<file path="config.mk">
export PLATFORM = sky130hd
export DESIGN_NAME = ffba_ctrl
export DESIGN_NICKNAME = d
export VERILOG_FILES = /design/src/design/ffba_pkg.sv /design/src/design/ffba_ctrl.sv
export SDC_FILE = /design/constraint.sdc
export NUM_CORES = 1
export LEC_CHECK = 0
export ABC_AREA = 1
export BUFFER_PORTS_ARGS = -buffer_cell sky130_fd_sc_hd__buf_4
export CORE_UTILIZATION = 25
export DETAILED_ROUTE_END_ITERATION = 8
export GPL_ROUTABILITY_DRIVEN = 0
export PLACE_DENSITY = 0.49
export SLEW_MARGIN = 20
export SYNTH_ARGS = -nofsm -noshare
export SYNTH_HDL_FRONTEND = slang
export SYNTH_SLANG_ARGS = --single-unit
</file>
<file path="constraint.sdc">
create_clock -name clock -period 1.4 [get_ports clock]
set_clock_uncertainty 0.15 [all_clocks]
set_input_delay 0.35 -clock clock [delete_from_list [all_inputs] [get_ports clock]]
set_output_delay 0.35 -clock clock [all_outputs]
set_load 0.005 [all_outputs]
</file>
<file path="src/design/ffba_pkg.sv">
package ffba_pkg;

   localparam int NUM_ENTRIES   = 4096;
   localparam int BITS_PER_WORD = 8;
   localparam int IDX_W         = 12;

   localparam int WORD_COUNT = (NUM_ENTRIES + BITS_PER_WORD - 1) / BITS_PER_WORD;
   localparam int ADDR_W     = (WORD_COUNT > 1) ? $clog2(WORD_COUNT) : 1;
   localparam int BIT_W      = $clog2(BITS_PER_WORD);
   localparam int LAST_VALID = NUM_ENTRIES - (WORD_COUNT - 1) * BITS_PER_WORD;

   localparam logic [ADDR_W-1:0] LAST_ADDR = ADDR_W'(WORD_COUNT - 1);
   localparam logic [BITS_PER_WORD-1:0] LAST_MASK =
      {BITS_PER_WORD{1'b1}} >> (BITS_PER_WORD - LAST_VALID);

   localparam logic OP_ALLOC = 1'b0;
   localparam logic OP_FREE  = 1'b1;

   typedef enum logic [2:0] {
      ST_CLEAR,
      ST_IDLE,
      ST_SCAN,
      ST_FREE_RD,
      ST_FREE_WR,
      ST_FINISH
   } state_type;

   typedef struct packed {
      logic clear_step;
      logic scan_start;
      logic scan_read;
      logic alloc_commit;
      logic set_full;
      logic free_latch;
      logic free_read;
      logic free_commit;
      logic free_bad;
      logic out_load;
   } cmd_type;

   typedef struct packed {
      logic clear_done;
      logic data_valid;
      logic has_free;
      logic data_last;
      logic index_ok;
      logic out_open;
   } status_type;

endpackage

</file>
<file path="src/design/ffba_ctrl.sv">
module ffba_ctrl (
   input  logic                 clock,
   input  logic                 reset,
   input  logic                 req_valid,
   output logic                 req_stall,
   input  logic                 req_operation,
   input  ffba_pkg::status_type status,
   output ffba_pkg::cmd_type    cmd
);

   ffba_pkg::state_type state_ff, state_in;

   always_ff @(posedge clock) begin
      if (reset) begin
         state_ff <= ffba_pkg::ST_CLEAR;
      end else begin
         state_ff <= state_in;
      end
   end

   always_comb begin
      state_in  = state_ff;
      cmd       = '0;
      req_stall = (state_ff != ffba_pkg::ST_IDLE);
      case (state_ff)
         ffba_pkg::ST_CLEAR: begin
            cmd.clear_step = 1'b1;
            if (status.clear_done) begin
               state_in = ffba_pkg::ST_IDLE;
            end
         end
         ffba_pkg::ST_IDLE: begin
            if (req_valid) begin
               if (req_operation == ffba_pkg::OP_ALLOC) begin
                  cmd.scan_start = 1'b1;
                  state_in       = ffba_pkg::ST_SCAN;
               end else if (status.index_ok) begin
                  cmd.free_latch = 1'b1;
                  state_in       = ffba_pkg::ST_FREE_RD;
               end else begin
                  cmd.free_bad = 1'b1;
                  state_in     = ffba_pkg::ST_FINISH;
               end
            end
         end
         ffba_pkg::ST_SCAN: begin
            if (status.data_valid && status.has_free) begin
               cmd.alloc_commit = 1'b1;
               state_in         = ffba_pkg::ST_FINISH;
            end else if (status.data_valid && status.data_last) begin
               cmd.set_full = 1'b1;
               state_in     = ffba_pkg::ST_FINISH;
            end else begin
               cmd.scan_read = 1'b1;
            end
         end
         ffba_pkg::ST_FREE_RD: begin
            cmd.free_read = 1'b1;
            state_in      = ffba_pkg::ST_FREE_WR;
         end
         ffba_pkg::ST_FREE_WR: begin
            cmd.free_commit = 1'b1;
            state_in        = ffba_pkg::ST_FINISH;
         end
         ffba_pkg::ST_FINISH: begin
            if (status.out_open) begin
               cmd.out_load = 1'b1;
               state_in     = ffba_pkg::ST_IDLE;
            end
         end
         default: begin
            state_in = ffba_pkg::ST_IDLE;
         end
      endcase
   end

endmodule
</file>
==> results of run 1 <==
cell families (layout without fill, tap and decap cells):
group	after synthesis	after routing
compound gates	2	2
buf+inv	12	47
flops	3	3
simple gates	44	44
cell usage in the layout, fill, tap and decap left out:
master / count
a21oi_1: 2
nor3_2: 1
nand3_2: 1
buf_6: 4
nor2_2: 6
nand3_4: 2
clkinv_4: 1
nand2_1: 9
nand3_1: 7
inv_1: 8
dfxtp_2: 1
dfxtp_4: 2
nor2_4: 3
clkbuf_1: 1
inv_2: 1
nand4_1: 2
buf_4: 27
nand2_2: 3
clkbuf_4: 3
nor3_4: 2
inv_6: 2
nor2_1: 8
stage by stage:
step | worst slack [ns] | setup TNS (ns) | utilization, % | total power, mW | cells
6_report | -0.1493 | -1.075 | 56.09 | 1.293 | 111
5_1_grt | -0.2025 | -1.614 | 56.09 | 1.398 | 111
4_1_cts | -0.1240 | -0.9632 | 51.22 | 1.180 | 108
3_5_place_dp | 0.03472 | 0 | 42.26 | 0.8460 | 100
3_3_place_gp | 0.01166 | 0 | 42.26 | 0.8500 | 100
2_1_floorplan | 0.1172 | 0 | - | 0.5810 | 61
how the worst max path moves through the flow:
stage | end | cells past startpoint
floorplan | cmd[1] | 3
global placement | cmd[1] | 5
detailed placement | cmd[1] | 5
CTS | cmd[5] | 4
global route | cmd[8] | 4
finish | cmd[5] | 4
repair_timing:
item / 4_1_cts / 5_1_grt
pin swaps: 4 / 5
resized for setup: 17 / 11
endpoints found under the setup margin: 11 / 12
buffers inserted: 4 / 3
cloned: 0 / 0
routing by layer:
| layer | track usage [%] | share of wire (%) |
|---|---|---|
| met4 | 11.21 | 1.7 |
| met3 | 4.624 | 4.0 |
| met2 | 30.42 | 54 |
| met1 | 20.55 | 40 |
| met5 | 0 | 0 |
worst max-delay path, delay by kind of cell (launching register included):
family / cells / cell delay [ns]
buffers and inverters: 2 / 0.21
and+or+nand+nor: 2 / 0.25
DFF: 1 / 0.36
report_power, final:
part / internal, mW / switching (mW) / leakage [nW] / total [mW]
registers: 0.142 / 0.0684 / 0.0264 / 0.211
clock network: 0.107 / 0.0482 / 0.0150 / 0.155
logic: 0.450 / 0.477 / 0.331 / 0.927
layout make-up:
cell class                      instances  share of cell area (%)
Clock buffer                            4                   3.646
Inverter                               12                   8.333
Tap cell                               15                   2.604
Multi-Input combinational cell         46                   41.49
Timing Repair Buffer                   31                   34.38
Sequential cell                         3                   9.549
==> results.md, run 1 <==
* Max clock buf depth at 2
* Worst Hold Slack at between 0.1 and 0.15 ns
* Top cells by count, synth: nor2_1, nand2_1, inv_1, nand3_1
* Synth Area per Inst at 5.641 um2
* Initial DRC Count at 8
* Via count at 500
* Max reg flops at 3
* WP data required at around 0.90 ns
* Count leader, synth: nor2_1
* Total Wirelength at about 1.2 mm
* Clock sinks at 3
* Failing checks: setup timing
* Chip width at 39.10 um
* Synth Area in Compound Gates at under 10%
* Number of endpoints failing setup at the final stage at 11
* H-tree levels at 1
* Pins over their slew limit at 0
* F_max at between 600 and 700 MHz
* R2R cell count at 7
* Register area at 68.82 um2
* Ys flop type: dfxtp_1
* Clock Root Buffer: clkbuf_4
* Grt total ovfl at 0
* PortBufs at 20
* First-pass GRT wire length at about 1.9 mm
* Yosys cell types at 14
* Pwr dens at between 1500 and 2000 nW/um2
* # fillers at about 130
* Die height at 39.10 um
* CP Capture Type: output port
* Critical path peak fanout at 5
* Worst Hold Class: primary input to register
* DR WL/cell at between 10 and 15 um
* Design area at between 700 and 800 um2
* Maxcap violations at 0
* Vias in the first global route at around 450
* VDD IR max at 891.7 uV
* Largest net degree at the start of global routing at 8
* Worst r2r src: state_ff[1]$_SDFFE_PP0P_
* Initial antenna violation count at 0
* Post-synth top area share at ~17%
* Period utilization at 110.7%
* Area Overhead vs Synth at 109.5%
* Biggest registers after layout: state_ff: 3 flops
* Sequential share of the synthesized area at 17.45%
* Rows at 13
* Gate Count Post-Synth at 61
* DRC viols at 0
* Status: finished with violations
* Register bit total from synthesis at 3
* Initial core utilization at between 20% and 30%
* Clock Pin Slew Worst Setup and Hold Paths at ~0.040 ns
* Ys async rst share at 0%
* Cell count of the worst hold path at 2
* Post-DRT Antenna Nets at 0
* CTS tree: yes
* Period minus WS final at about 1.5 ns
* Final Hold Vio Count at 0
* Placed cell areas at roughly 540 um2
* Clock latency on the worst-skew pair at 0.24 ns
* Worst-Margin Slew at between 0.15 and 0.2 ns
* CP max stage cell: dfxtp_4
* Biggest area consumer among synthesized cells: dfxtp_1
* Post-Syn Area at 344.1 um2
* Hold_buf cts at 0
* Startpoint types: register
* Hold EP: state_ff[0]$_SDFFE_PP0P_
* Max_slew headroom at between 80 and 90%
* Synth area leaders: dfxtp_1, nor2_1, nand3_1, nand2_1, inv_1
* Post-synth EDFFs at 0
* Leak pwr at around 0.37 nW
* Proportion of layout cells with a drive suffix above 1 at around 61%
* Post-synthesis mux area share at 0%
* Reg2reg setup slack at ~0.050 ns
* Crit path DAT at about 1.1 ns
* Diode count at 0
* Nets@finish at between 100 and 150
* RSZ-0062 raised after global routing: yes
* Critical R2R Capture: state_ff[1]$_SDFFE_PP0P_
* Xor/xnor cell area share of the yosys netlist at 0%
* Hold_sp: reset
* Crit path kind: register to output port
* Die area at roughly 1500 um2
* GRT Total Usage at between 10% and 20%
* Multi-input logic area at 299.0 um2
* Post-Synth Adder-Cell Area at 0%
* Post-DR vias/cell at around 4.5
* Total CTS buffers at 3
* Critical Path Source: state_ff[0]$_SDFFE_PP0P_
* Syn nets at 71
* Largest family of logic cells by synthesized area: simple AND/OR/NAND/NOR gates
* Num ports at 21
* Post-Synth Simple-Gate Area at 66.55%
* Largest reg by FF count: state_ff
* CP max stage delay at ~0.36 ns
* Worst setup margin at -0.1493 ns
* Hpwl dp at around 750 um
* Core Area at 1285 um2
* Synth warn at 0
* Crit-path cells: inv_6 > nand3_4 > nor3_4 > buf_4
* DR pass1 iterations at 6
No activity file was read; power rests on OpenSTA's default activity.
==> inputs of run 2 (changes only) <==
--- a/config.mk
+++ b/config.mk
@@ -7,10 +7,11 @@
 export LEC_CHECK = 0
 export ABC_AREA = 1
 export BUFFER_PORTS_ARGS = -buffer_cell sky130_fd_sc_hd__buf_4
-export CORE_UTILIZATION = 25
+export CORE_AREA = 2 2 39 41
 export DETAILED_ROUTE_END_ITERATION = 8
+export DIE_AREA = 0 0 41 43
 export GPL_ROUTABILITY_DRIVEN = 0
-export PLACE_DENSITY = 0.49
+export PLACE_DENSITY = 0.51
 export SLEW_MARGIN = 20
 export SYNTH_ARGS = -nofsm -noshare
 export SYNTH_HDL_FRONTEND = slang
==> results.md, run 2 (synthesis gave the netlist of run 1 again) <==
* CP max stage delay at 0.35 ns (about the same)
* Register area at 66.31 um2 (-3.6%)
* Critical R2R Capture: state_ff[2]$_SDFFE_PP0P_
* DR pass1 iterations at 4 (-2)
* F_max at 643.5 MHz (-0.31%)
* P_sw at 0.6249 mW (+5.3%)
* Post-DRT Antenna Nets at 0 (unchanged)
* Worst-Margin Slew at 0.1535 ns (-0.03318 ns)
* Period utilization at 111.0% (+0.35 points)
* Combinational power share at 75.9% (+4.2 points)
* Post-DR vias/cell at 4.371 (-3.0%)
* Crit-path cells: buf_6 > nand3_4 > nor2_2 > buf_4
* Max reg flops at 3 (unchanged)
* Startpoint types: register
* Initial antenna violation count at 0 (unchanged)
* PortBufs at 20 (unchanged)
* First-pass GRT wire length at 1.745 mm (-6.0%)
* RSZ-0062 raised after global routing: yes
* # fillers at 144 (+9.9%)
* WP data required at 0.90 ns (about the same)
* Worst Hold Class: primary input to register
* Total Wirelength at 1.124 mm (-8.5%)
* Clock latency on the worst-skew pair at 0.24 ns (about the same)
* Most frequent cells in the layout: buf_4, nand2_1, nor2_1
* Nets@finish at 111 (+3.7%)
* Biggest registers after layout: state_ff: 3 flops
* Via count at 507 (+1.4%)
* Die area at 1763 um2 (+15%)
* Rows at 14 (+1)
* Worst setup margin at -0.1541 ns (-0.004836 ns)
* Clock Root Buffer: clkbuf_4
* Switching Share at 42.71% (-3.2 points)
* Initial core utilization at 24.86% (-1.9 points)
* Crit path DAT at 1.05 ns (about the same)
* CP max stage cell: dfxtp_2
* Max_slew headroom at 89.74% (+2.2 points)
* H-tree levels at 1 (unchanged)
* Leak pwr at 0.3938 nW (+5.8%)
* Cell count after placement at 104 (+4.0%)
* Status: finished with violations
* Core Area at 1384 um2 (+7.7%)
* Hpwl dp at 762.5 um (+1.2%)
* Hold_buf cts at 0 (unchanged)
* CP top delay family: flip-flops
* Total CTS buffers at 3 (unchanged)
* Largest reg by FF count: state_ff
* Setup crit end: cmd[7]
* Maxcap violations at 0 (unchanged)
* DR WL/cell at 9.690 um (-12%)
* VDD IR max at 767.1 uV (-14%)
* Design area at 758.2 um2 (+5.2%)
* Pint at 0.8381 mW (+20%)
* Most common cell after layout, fill and taps aside: buf_4
* Worst Hold Slack at 0.1070 ns (-0.007215 ns)
* Crit path kind: register to output port
* Die height at 43 um (+10%)
* Cell count of the worst hold path at 2 (unchanged)
* Final setup TNS at -1.085 ns (-0.01021 ns)
* Number of endpoints failing setup at the final stage at 12 (+1)
* CTS tree: yes
* Chip width at 41 um (+4.9%)
* Vias in the first global route at 472 (+4.7%)
* Critical path peak fanout at 4 (-1)
* Worst r2r src: state_ff[1]$_SDFFE_PP0P_
* Cell count along the critical path at 4 (unchanged)
* Pwr dens at 1929 nW/um2 (+7.5%)
* DP Worst Slack at 0.02973 ns (-0.004994 ns)
* Num ports at 21 (unchanged)
* Critical Path Source: state_ff[1]$_SDFFE_PP0P_
* Multi-input logic area at 304.0 um2 (+1.7%)
* Clock sinks at 3 (unchanged)
* Seq pwr share at 13.2% (-3.1 points)
* Failing checks: setup timing
* Clock Pin Slew Worst Setup and Hold Paths at 0.04 ns (about the same)
* Placed cell areas at 566.8 um2 (+4.4%)
* Area Overhead vs Synth at 120.4%
* Worst path bufs/invs at 2 (unchanged)
* Largest net degree at the start of global routing at 6 (-2)
* Grt total ovfl at 0 (unchanged)
* Max clock buf depth at 2 (unchanged)
* Diode count at 0 (unchanged)
* Pins over their slew limit at 0 (unchanged)
* CP Capture Type: output port
* Period minus WS final at 1.554 ns (+0.004836 ns)
* Initial DRC Count at 7 (-1)
* Clock power frac at 10.9% (-1.1 points)
* Fin util at 54.79% (-1.3 points)
* GRT Total Usage at 14.23% (-4.1 points)
* Non-Filler Instances at 116 (+4.5%)
* DRC viols at 0 (unchanged)
* Hold_sp: reset
* R2R cell count at 10 (+3)
* Final Hold Vio Count at 0 (unchanged)
* Reg2reg setup slack at -0.04 ns (-0.09 ns)
* Total power at 1.463 mW (+13%)
* Proportion of layout cells with a drive suffix above 1 at 67.00% (+5.5 points)
[run 2: power groups by stage]
| stage | clock network [mW] | logic [mW] | registers, mW |
|---|---|---|---|
| 2_1_floorplan | 0 | 0.407 | 0.174 |
| 3_3_place_gp | 0 | 0.747 | 0.158 |
| 3_5_place_dp | 0 | 0.746 | 0.158 |
| 4_1_cts | 0.163 | 1.03 | 0.192 |
| 5_1_grt | 0.162 | 1.22 | 0.196 |
| 6_report | 0.160 | 1.11 | 0.193 |
[run 2: final cells by class]
cell class | instances | share of cell area, %
timing repair buffer | 35 | 38.12
sequential | 3 | 8.746
clock buffer | 4 | 3.465
inverter | 12 | 6.931
tap | 16 | 2.640
multi-input combinational | 46 | 40.10
[run 2: repair_timing]
item,4_1_cts,5_1_grt
gates resized for setup,23,7
gates cloned,0,0
endpoints found under the setup margin,11,13
setup buffers,7,1
pin swaps,1,3
[run 2: worst register-to-register path, stage by stage (launching register included)]
cell and delay, ns:
dfxtp_2 0.35, inv_4 0.06, buf_6 0.12, nand3_2 0.07, buf_4 0.10, buf_4 0.10, nor2_4 0.03, nor2_2 0.14
nand3_1 0.10, nand2_1 0.07, nor2_1 0.03
[run 2: worst min path at each step]
| stage | endpoint | slack [ns] |
|---|---|---|
| floorplan | state_ff[0]$_SDFFE_PP0P_ | 0.27 |
| global placement | state_ff[0]$_SDFFE_PP0P_ | 0.37 |
| detailed placement | state_ff[0]$_SDFFE_PP0P_ | 0.37 |
| CTS | state_ff[0]$_SDFFE_PP0P_ | 0.10 |
| global route | state_ff[0]$_SDFFE_PP0P_ | 0.11 |
| finish | state_ff[0]$_SDFFE_PP0P_ | 0.11 |
[run 2: per-layer routing]
layer,global-route usage [%],routed length [um],part of all wire (%)
met2,24.38,590,52
met5,0,0,0
met3,1.571,71,6.3
met1,15.65,449,40
met4,8.000,12,1.1
==> inputs of run 3 (changes only) <==
--- a/config.mk
+++ b/config.mk
@@ -6,7 +6,7 @@
 export NUM_CORES = 1
 export LEC_CHECK = 0
 export ABC_AREA = 1
-export BUFFER_PORTS_ARGS = -buffer_cell sky130_fd_sc_hd__buf_4
+export BUFFER_PORTS_ARGS = -buffer_cell sky130_fd_sc_hd__buf_2
 export CORE_AREA = 2 2 39 41
 export DETAILED_ROUTE_END_ITERATION = 8
 export DIE_AREA = 0 0 41 43
==> results.md, run 3 (synthesis gave the netlist of run 1 again) <==
* Status: finished with violations
* Failing checks: setup timing
* DP Worst Slack at 0.03500 ns (+0.005272 ns)
* Worst r2r src: state_ff[1]$_SDFFE_PP0P_
* DR pass1 iterations at 2 (-2)
* Worst setup margin at -0.1437 ns (+0.01034 ns)
* Worst Hold Slack at 0.1268 ns (+0.01976 ns)
* Max clock buf depth at 2 (unchanged)
* Largest reg by FF count: state_ff
* Initial core utilization at 24.86% (unchanged)
* CTS tree: yes
* Pins over their slew limit at 0 (unchanged)
* Clock latency on the worst-skew pair at 0.23 ns (about the same)
* RSZ-0062 raised after global routing: yes
* Post-DR vias/cell at 4.360 (-0.24%)
* Fin util at 45.66% (-9.1 points)
* Number of endpoints failing setup at the final stage at 11 (-1)
* Proportion of layout cells with a drive suffix above 1 at 57.89% (-9.1 points)
* Cell count of the worst hold path at 2 (unchanged)
* Hold EP: state_ff[0]$_SDFFE_PP0P_
* Num ports at 21 (unchanged)
* Post-DRT Antenna Nets at 0 (unchanged)
* Critical path peak fanout at 5 (+1)
* Startpoint types: register
* Grt total ovfl at 0 (unchanged)
* VDD IR max at 634.1 uV (-17%)
* Vias in the first global route at 388 (-18%)
* Critical R2R Capture: state_ff[2]$_SDFFE_PP0P_
* Max_slew headroom at 89.61% (-0.12 points)
* Final setup TNS at -1.009 ns (+0.07567 ns)
* Crit path kind: register to output port
* Die height at 43 um (unchanged)
* Switching Share at 45.40% (+2.7 points)
* Total CTS buffers at 3 (unchanged)
* Worst Hold Class: primary input to register
* Pwr dens at 1870 nW/um2 (-3.1%)
* Total Wirelength at 1.023 mm (-9.0%)
* GRT Total Usage at 12.53% (-1.7 points)
* Initial DRC Count at 6 (-1)
* DR WL/cell at 9.216 um (-4.9%)
* Chip width at 41 um (unchanged)
* Core Area at 1384 um2 (unchanged)
* Diode count at 0 (unchanged)
* R2R cell count at 9 (-1)
* F_max at 647.8 MHz (+0.67%)
* Final Hold Vio Count at 0 (unchanged)
* Initial antenna violation count at 0 (unchanged)
* Area Overhead vs Synth at 83.64%
* Clock Root Buffer: clkbuf_4
* Hold_buf cts at 0 (unchanged)
* Reg2reg setup slack at 0.04 ns (+0.08 ns)
* Seq pwr share at 17.1% (+3.9 points)
* DRC viols at 0 (unchanged)
* First-pass GRT wire length at 1.504 mm (-14%)
* Leak pwr at 0.3491 nW (-11%)
* Biggest registers after layout: state_ff: 3 flops
* # fillers at 152 (+5.6%)
* WP data required at 0.90 ns (about the same)
* Largest net degree at the start of global routing at 6 (unchanged)
* Maxcap violations at 0 (unchanged)
* PortBufs at 20 (unchanged)
* Max reg flops at 3 (unchanged)
* Die area at 1763 um2 (unchanged)
* Via count at 484 (-4.5%)
* Worst-Margin Slew at 0.1552 ns (+0.001689 ns)
* Most frequent cells in the layout: buf_2, nor2_1, nand2_1, buf_4, inv_1
* Hpwl dp at 718.7 um (-5.7%)
* CP Capture Type: output port
* Period utilization at 110.3% (-0.74 points)
* Hold_sp: reset
* Clock sinks at 3 (unchanged)
* Clock Pin Slew Worst Setup and Hold Paths at 0.04 ns (about the same)
* Pint at 0.6453 mW (-23%)
* Clock power frac at 12.8% (+1.9 points)
* H-tree levels at 1 (unchanged)
* Period minus WS final at 1.544 ns (-0.01034 ns)
* Crit path DAT at 1.04 ns (about the same)
* P_sw at 0.5366 mW (-14%)
* Rows at 14 (unchanged)
* Nets@finish at 106 (-4.5%)
* Design area at 631.9 um2 (-17%)
* Placed cell areas at 486.7 um2 (-14%)
* Most common cell after layout, fill and taps aside: buf_2
* Combinational power share at 70.0% (-5.9 points)
run 3: worst max-delay path, cell delays in order (launching register included):
cell and delay, ns:
dfxtp_4 0.35, inv_4 0.08, nand3_4 0.09, nor3_2 0.15
buf_2 0.13
run 3: worst max-delay path by stage:
| stage | slack, ns | to | start |
|---|---|---|---|
| after floorplan | 0.12 | cmd[1] | state_ff[2]$_SDFFE_PP0P_ |
| after CTS | -0.13 | cmd[5] | state_ff[2]$_SDFFE_PP0P_ |
| final | -0.14 | cmd[1] | state_ff[1]$_SDFFE_PP0P_ |
| after global placement | 0.03 | cmd[8] | state_ff[1]$_SDFFE_PP0P_ |
| after detailed placement | 0.03 | cmd[8] | state_ff[1]$_SDFFE_PP0P_ |
| after global routing | -0.20 | cmd[5] | state_ff[0]$_SDFFE_PP0P_ |
run 3: per-stage QoR:
stage	std cells	total power, mW
2_1_floorplan	61	0.5810
3_3_place_gp	100	0.7785
3_5_place_dp	100	0.7820
4_1_cts	109	1.085
5_1_grt	111	1.294
6_report	111	1.182
run 3: layout make-up:
class	count	area (um2)	share of cell area, %
tap	16	20.02	3.168
multi-input combinational	46	279.0	44.16
timing repair buffer	30	185.2	29.31
sequential	3	68.82	10.89
inverter	12	52.55	8.317
clock buffer	4	26.28	4.158
run 3: routing by layer:
metal	wire length [um]	GRT usage (%)	vias to the layer above
met4	0	2.000	0
met2	519	19.38	15
met5	0	0	-
met1	440	15.34	209
li1	-	-	260
met3	63	6.283	0
run 3: repair_timing:
action                                  in CTS  in global routing
endpoints found under the hold margin        0                  0
pin swaps                                    2                  7
resized for setup                            9                  9
endpoints found under the setup margin      11                 13
buffers inserted                             5                  3
run 3: power groups by stage:
| stage | logic [mW] | registers (mW) | clock network (mW) |
|---|---|---|---|
| 2_1_floorplan | 0.407 | 0.174 | 0 |
| 6_report | 0.828 | 0.202 | 0.152 |
| 3_5_place_dp | 0.613 | 0.169 | 0 |
| 4_1_cts | 0.731 | 0.193 | 0.160 |
| 3_3_place_gp | 0.610 | 0.168 | 0 |
| 5_1_grt | 0.911 | 0.211 | 0.172 |
